<file path="config.mk">
export PLATFORM = sky130hd
export DESIGN_NAME = sbsa_slot_find
export DESIGN_NICKNAME = d
export VERILOG_FILES = /design/src/rtl/size_class_bitmap_slot_allocator_unit_macros.svh /design/src/rtl/sbsa_pkg.sv /design/src/rtl/sbsa_slot_find.sv
export SDC_FILE = /design/constraint.sdc
export NUM_CORES = 1
export LEC_CHECK = 0
export BUFFER_PORTS_ARGS = -buffer_cell sky130_fd_sc_hd__buf_2
export CAP_MARGIN = 5
export CORE_ASPECT_RATIO = 1.25
export CORE_MARGIN = 8
export CORE_UTILIZATION = 33
export DETAILED_ROUTE_END_ITERATION = 10
export PLACE_DENSITY_LB_ADDON = 0.15
export SETUP_SLACK_MARGIN = 0.2
export SYNTH_ARGS = -nofsm -noshare
export SYNTH_HDL_FRONTEND = slang
export SYNTH_SLANG_ARGS = --single-unit
</file>
<file path="constraint.sdc">
create_clock -name vclk -period 2.8
set_clock_uncertainty 0.1 [all_clocks]
set_input_delay 0.14 -clock vclk [all_inputs]
set_output_delay 0.14 -clock vclk [all_outputs]
set_load 0.005 [all_outputs]
</file>
<file path="src/rtl/size_class_bitmap_slot_allocator_unit_macros.svh">
// Assertion macros for the slot allocator.
// SBSA_ASSERT_IMP: same-cycle implication. SBSA_ASSERT_NXT: next-cycle implication.
`ifndef SIZE_CLASS_BITMAP_SLOT_ALLOCATOR_UNIT_MACROS_SVH
`define SIZE_CLASS_BITMAP_SLOT_ALLOCATOR_UNIT_MACROS_SVH
`ifndef ASSERT_OFF
`define SBSA_ASSERT_IMP(lbl, clk, rst_n, ante, cons) \
	lbl: assert property (@(posedge clk) disable iff (!rst_n) (ante) |-> (cons)) \
		else $error("allocator check failed");
`define SBSA_ASSERT_NXT(lbl, clk, rst_n, ante, cons) \
	lbl: assert property (@(posedge clk) disable iff (!rst_n) (ante) |=> (cons)) \
		else $error("allocator check failed");
`else
`define SBSA_ASSERT_IMP(lbl, clk, rst_n, ante, cons)
`define SBSA_ASSERT_NXT(lbl, clk, rst_n, ante, cons)
`endif
`endif

</file>
<file path="src/rtl/sbsa_pkg.sv">
`default_nettype none
package sbsa_pkg;

	localparam int SLABS_PER_CLASS = 8;
	localparam int SLAB_BYTES      = 4096;
	localparam int NUM_CLASSES     = 5;
	localparam int HDR_BYTES       = 48;
	localparam int WORDS_PER_SLAB  = 4;
	localparam int MAX_SLOTS       = 256;
	localparam int WORD_BITS       = 64;

	localparam int BIT_W    = $clog2(WORD_BITS);
	localparam int WORD_W   = $clog2(WORDS_PER_SLAB);
	localparam int CLASS_W  = 3;
	localparam int SLAB_W   = 3;
	localparam int SLOT_W   = 8;
	localparam int CNT_W    = $clog2(SLABS_PER_CLASS + 1);
	localparam int CAP_W    = $clog2(MAX_SLOTS + 1);
	localparam int BUDGET_W = 6;
	localparam int REQ_W    = 32;
	localparam int STATUS_W = 3;

	localparam int RAM_DEPTH = NUM_CLASSES * SLABS_PER_CLASS * WORDS_PER_SLAB;
	localparam int ADDR_W    = $clog2(RAM_DEPTH);

	localparam int CLASS_BYTES_0 = 16;
	localparam int CLASS_BYTES_1 = 32;
	localparam int CLASS_BYTES_2 = 48;
	localparam int CLASS_BYTES_3 = 64;
	localparam int CLASS_BYTES_4 = 128;

	localparam int CAP_RAW_0 = (SLAB_BYTES - HDR_BYTES) / CLASS_BYTES_0;
	localparam int CAP_RAW_1 = (SLAB_BYTES - HDR_BYTES) / CLASS_BYTES_1;
	localparam int CAP_RAW_2 = (SLAB_BYTES - HDR_BYTES) / CLASS_BYTES_2;
	localparam int CAP_RAW_3 = (SLAB_BYTES - HDR_BYTES) / CLASS_BYTES_3;
	localparam int CAP_RAW_4 = (SLAB_BYTES - HDR_BYTES) / CLASS_BYTES_4;

	localparam int CAP_0 = (CAP_RAW_0 > MAX_SLOTS) ? MAX_SLOTS : CAP_RAW_0;
	localparam int CAP_1 = (CAP_RAW_1 > MAX_SLOTS) ? MAX_SLOTS : CAP_RAW_1;
	localparam int CAP_2 = (CAP_RAW_2 > MAX_SLOTS) ? MAX_SLOTS : CAP_RAW_2;
	localparam int CAP_3 = (CAP_RAW_3 > MAX_SLOTS) ? MAX_SLOTS : CAP_RAW_3;
	localparam int CAP_4 = (CAP_RAW_4 > MAX_SLOTS) ? MAX_SLOTS : CAP_RAW_4;

	localparam logic [CAP_W-1:0] CLASS_CAP [NUM_CLASSES] = '{
		CAP_W'(CAP_0), CAP_W'(CAP_1), CAP_W'(CAP_2), CAP_W'(CAP_3), CAP_W'(CAP_4)
	};

	localparam logic [WORD_W-1:0] LAST_WORD [NUM_CLASSES] = '{
		WORD_W'((CAP_0 - 1) / WORD_BITS), WORD_W'((CAP_1 - 1) / WORD_BITS),
		WORD_W'((CAP_2 - 1) / WORD_BITS), WORD_W'((CAP_3 - 1) / WORD_BITS),
		WORD_W'((CAP_4 - 1) / WORD_BITS)
	};

	localparam logic [REQ_W-1:0] LIM_0 = REQ_W'(CLASS_BYTES_0);
	localparam logic [REQ_W-1:0] LIM_1 = REQ_W'(CLASS_BYTES_1);
	localparam logic [REQ_W-1:0] LIM_2 = REQ_W'(CLASS_BYTES_2);
	localparam logic [REQ_W-1:0] LIM_3 = REQ_W'(CLASS_BYTES_3);
	localparam logic [REQ_W-1:0] LIM_4 = REQ_W'(CLASS_BYTES_4);

	localparam logic [BUDGET_W-1:0] BUDGET_RESET = BUDGET_W'(40);

	localparam logic ACT_ALLOC = 1'b0;
	localparam logic ACT_FREE  = 1'b1;

	localparam logic [STATUS_W-1:0] STAT_ALLOCATED = 3'd0;
	localparam logic [STATUS_W-1:0] STAT_FREED     = 3'd1;
	localparam logic [STATUS_W-1:0] STAT_ZERO      = 3'd2;
	localparam logic [STATUS_W-1:0] STAT_TOO_LARGE = 3'd3;
	localparam logic [STATUS_W-1:0] STAT_NO_SLAB   = 3'd4;
	localparam logic [STATUS_W-1:0] STAT_BAD_FREE  = 3'd5;

	typedef struct packed {
		logic [STATUS_W-1:0] status;
		logic [CLASS_W-1:0]  size_class;
		logic [SLAB_W-1:0]   slab_index;
		logic [SLOT_W-1:0]   slot_index;
	} result_t;

	typedef struct packed {
		logic                 hit;
		logic [BIT_W-1:0]     bit_idx;
	} find_t;

	typedef struct packed {
		logic                 we;
		logic [ADDR_W-1:0]    addr;
		logic [WORD_BITS-1:0] data;
	} ram_wr_t;

	typedef struct packed {
		logic              re;
		logic [ADDR_W-1:0] addr;
	} ram_rd_t;

	function automatic logic [ADDR_W-1:0] word_addr(input logic [CLASS_W-1:0] cls,
			input logic [SLAB_W-1:0] slab, input logic [WORD_W-1:0] w);
		return ADDR_W'((int'(cls) * SLABS_PER_CLASS + int'(slab)) * WORDS_PER_SLAB + int'(w));
	endfunction

	// slots of the word that lie below the class capacity
	function automatic logic [WORD_BITS-1:0] word_mask(input logic [CAP_W-1:0] cap,
			input logic [WORD_W-1:0] w);
		logic [WORD_BITS-1:0] m;
		for (int i = 0; i < WORD_BITS; i++) begin
			m[i] = CAP_W'({w, BIT_W'(i)}) < cap;
		end
		return m;
	endfunction

endpackage
`default_nettype wire

</file>
<file path="src/rtl/sbsa_slot_find.sv">
`default_nettype none
module sbsa_slot_find (
	input  wire logic [sbsa_pkg::WORD_BITS-1:0] word,
	input  wire logic [sbsa_pkg::WORD_BITS-1:0] mask,
	output sbsa_pkg::find_t                     res
);

	localparam int GRP   = 8;
	localparam int NGRP  = sbsa_pkg::WORD_BITS / GRP;
	localparam int GRP_W = $clog2(GRP);
	localparam int SEL_W = sbsa_pkg::BIT_W - GRP_W;

	logic [sbsa_pkg::WORD_BITS-1:0] avail;
	logic [NGRP-1:0]                grp_nz;
	logic [SEL_W-1:0]               grp_sel;
	logic [GRP-1:0]                 grp_bits;
	logic [GRP_W-1:0]               bit_sel;

	// lowest free slot: first the group, then the bit within it
	always_comb begin
		avail = ~word & mask;
		for (int g = 0; g < NGRP; g++) begin
			grp_nz[g] = |avail[g*GRP +: GRP];
		end
		grp_sel = '0;
		for (int g = NGRP - 1; g >= 0; g--) begin
			if (grp_nz[g]) begin
				grp_sel = SEL_W'(g);
			end
		end
		grp_bits = avail[{grp_sel, {GRP_W{1'b0}}} +: GRP];
		bit_sel = '0;
		for (int b = GRP - 1; b >= 0; b--) begin
			if (grp_bits[b]) begin
				bit_sel = GRP_W'(b);
			end
		end
		res.hit     = |grp_nz;
		res.bit_idx = {grp_sel, bit_sel};
	end

endmodule
`default_nettype wire
</file>
==> impl_metrics.py <==
metrics = {
    "floorplanning": {
        "start_util_pct": 33.88,
        "num_rows": 25,
        "die_y_um": 85.12,
        "die_x_um": 71.30,
        "io_pins": 135,
        "coreArea_sq_mm": 0.003722,
        "die_area_sq_mm": 0.006069,
    },
    "routing": {
        "vias": 2229,
        "drc": 0,
        "vias_per_cell": 5.112,
        "detail-route-antenna-nets": 0,
        "drt_pass1_iterations": 4,
        "routedWlPerCell_um": 14.73,
        "postRouteWirelength_mm": 6.423,
        "first_iter_violations": 100,
    },
    "pwr": {
        "power_density_mw_per_mm2": 134.5,
        "power.share.sequential_pct": 0,
        "leakage_nw": 1.464,
        "power_switching_mw": 0.1470,
        "clock_power_share_pct": 0,
        "comb_power_share_pct": 100.0,
        "internal_power_mw": 0.2149,
        "p_sw_share_pct": 40.61,
        "ir_worst_vdd_uv": 78.91,
    },
    "synthesis": {
        "synth_commonest_cells": "nand2b_1 (55), mux2i_1 (12), nand4_1 (12)",
        "yosys_warnings": 0,
        "synth_area_leader_cell": "nand2b_1",
        "syn_area_sq_mm": 0.001261,
        "synth_fp_nets": 307,
        "ys_types": 43,
        "synth.top_cell.area_share_pct": 27.28,
        "synth_cells": 179,
        "synth_most_common_cell": "nand2b_1",
        "synth.yosys.seq_area_share_pct": 0,
        "yosys-top-cells-area": "nand2b_1 (27%), mux2i_1 (9.5%), nand4_1 (6.0%)",
        "avgSynthCellArea_sq_um": 7.046,
    },
    "placement": {
        "portBuffers": 135,
        "dp_cells": 429,
        "dp_slack_ns": -0.4827,
        "gp_congestion": 0.9005,
        "post-dp-hpwl_mm": 5.624,
    },
    "timing": {
        "finalCriticalPeriod_ns": 3.257,
        "finalWorstSetupSlack_ns": -0.4573,
        "holdWs_ns": 0.8178,
        "max_freq_mhz": 307.0,
        "finalHoldViolations": 0,
        "rsz0062_at_grt": "true",
        "setup_violations": 3,
        "tightestPinTransition_ns": 0.4499,
        "slew_viol_final": 0,
        "relSlewSlack_pct": 69.91,
        "period_share_pct": 116.3,
    },
    "cells_and_area": {
        "layout.area.seq_sq_um": 0,
        "drive_above_1_share_pct": 61.36,
        "fillers": 324,
        "seq_cells": 0,
        "diodes": 0,
        "final_nets": 526,
        "clkbuf_count": 0,
        "syn_to_final_growth_pct": 113.4,
        "final_cells": 436,
        "multi_input_area_sq_mm": 0.001281,
    },
    "global_route": {
        "overflow": 0,
        "grt_pass1_vias": 2431,
        "grt_max_degree": 16,
        "track_usage_pct": 19.71,
        "grt_pass1_wl_mm": 10.30,
        "grt_antenna_before_repair": 0,
    },
    "setup_path": {
        "startpoint_type": "input pin",
        "critical_path_arrival_ns": 3.02,
        "criticalPathCategory": "input pin to primary output",
        "required_ns": 2.56,
        "crit_path_end_kind": "primary output",
        "cp_max_fo": 7,
    },
    "run": {
        "max-cap-violations": 0,
    },
    "min_path": {
        "holdPathStages": 7,
        "hold_class": "input pin to primary output",
    },
    "status": {
        "violations": "setup timing",
        "run_status": "finished with violations",
    },
}
area by class of cell:
| class | count | share of cell area [%] |
|---|---|---|
| repair buffers | 221 | 49.84 |
| multi-input cells | 170 | 47.61 |
| well taps | 40 | 1.860 |
| inverters | 5 | 0.6974 |
cells in the final DEF (no fill, tap or decap), types with 8 or more instances in the layout:
cell | synthesis | routed
buf_4 | 0 | 84
nor2b_1 | 9 | 9
buf_2 | 1 | 133
mux2i_1 | 12 | 12
nand2_1 | 10 | 10
nand4_1 | 12 | 12
nor2_1 | 8 | 8
nand2b_1 | 55 | 55
o21ai_0 | 10 | 10
power by group through the flow:
stage / logic, mW / registers (mW) / clock network (mW)
after floorplan: 0.142 / 0 / 0
after global placement: 0.331 / 0 / 0
after detailed placement: 0.337 / 0 / 0
after CTS: 0.352 / 0 / 0
after global routing: 0.393 / 0 / 0
final: 0.362 / 0 / 0
metal layers:
metal  part of all wire, %  global-route usage, %  up-vias
met5                     0                      0        -
met4                   1.9                  3.416        0
met3                   9.8                  6.604       14
met2                    52                  38.44      113
met1                    36                  19.36      987
li1                      -                      -     1115
repair_timing:
| action | 4_1_cts | 5_1_grt |
|---|---|---|
| buffers inserted | 3 | 3 |
| hold buffers | 0 | 0 |
| cloned | 1 | 0 |
| setup endpoints to repair | 3 | 4 |
| pin swaps | 5 | 1 |
| resized for setup | 7 | 4 |
kinds of logic after synthesis:
logic type	Yosys count	share of synthesized area [%]
buf+inv	10	3.669
simple gates	111	55.06
compound gates	42	28.18
mux	16	13.10
worst paths after layout:
check	start	end	slack, ns
max	mask[17]	res[2]	-0.46
min	mask[1]	res[2]	0.82
critical path, stage by stage:
cell      delay (ns)
buf_6           0.09
nor2b_4         0.11
or4_4           0.54
or4_4           0.44
o32ai_4         0.15
a31oi_4         0.11
mux2i_1         0.16
a221o_1         0.35
a221oi_2        0.38
nand2_1         0.11
a311oi_2        0.25
buf_2           0.16
stage by stage:
stage	utilization, %	setup TNS (ns)	total power [mW]	instance area (sq um)
detailed placement	69.11	-1.350	0.3373	2572
global route	72.30	-1.665	0.3927	2691
floorplan	-	-0.04618	0.1419	1285
CTS	71.09	-1.154	0.3520	2646
global placement	69.11	-1.199	0.3312	2572
finish	72.30	-1.308	0.3620	2691
Note: power is estimated with default switching activity, not from simulation.
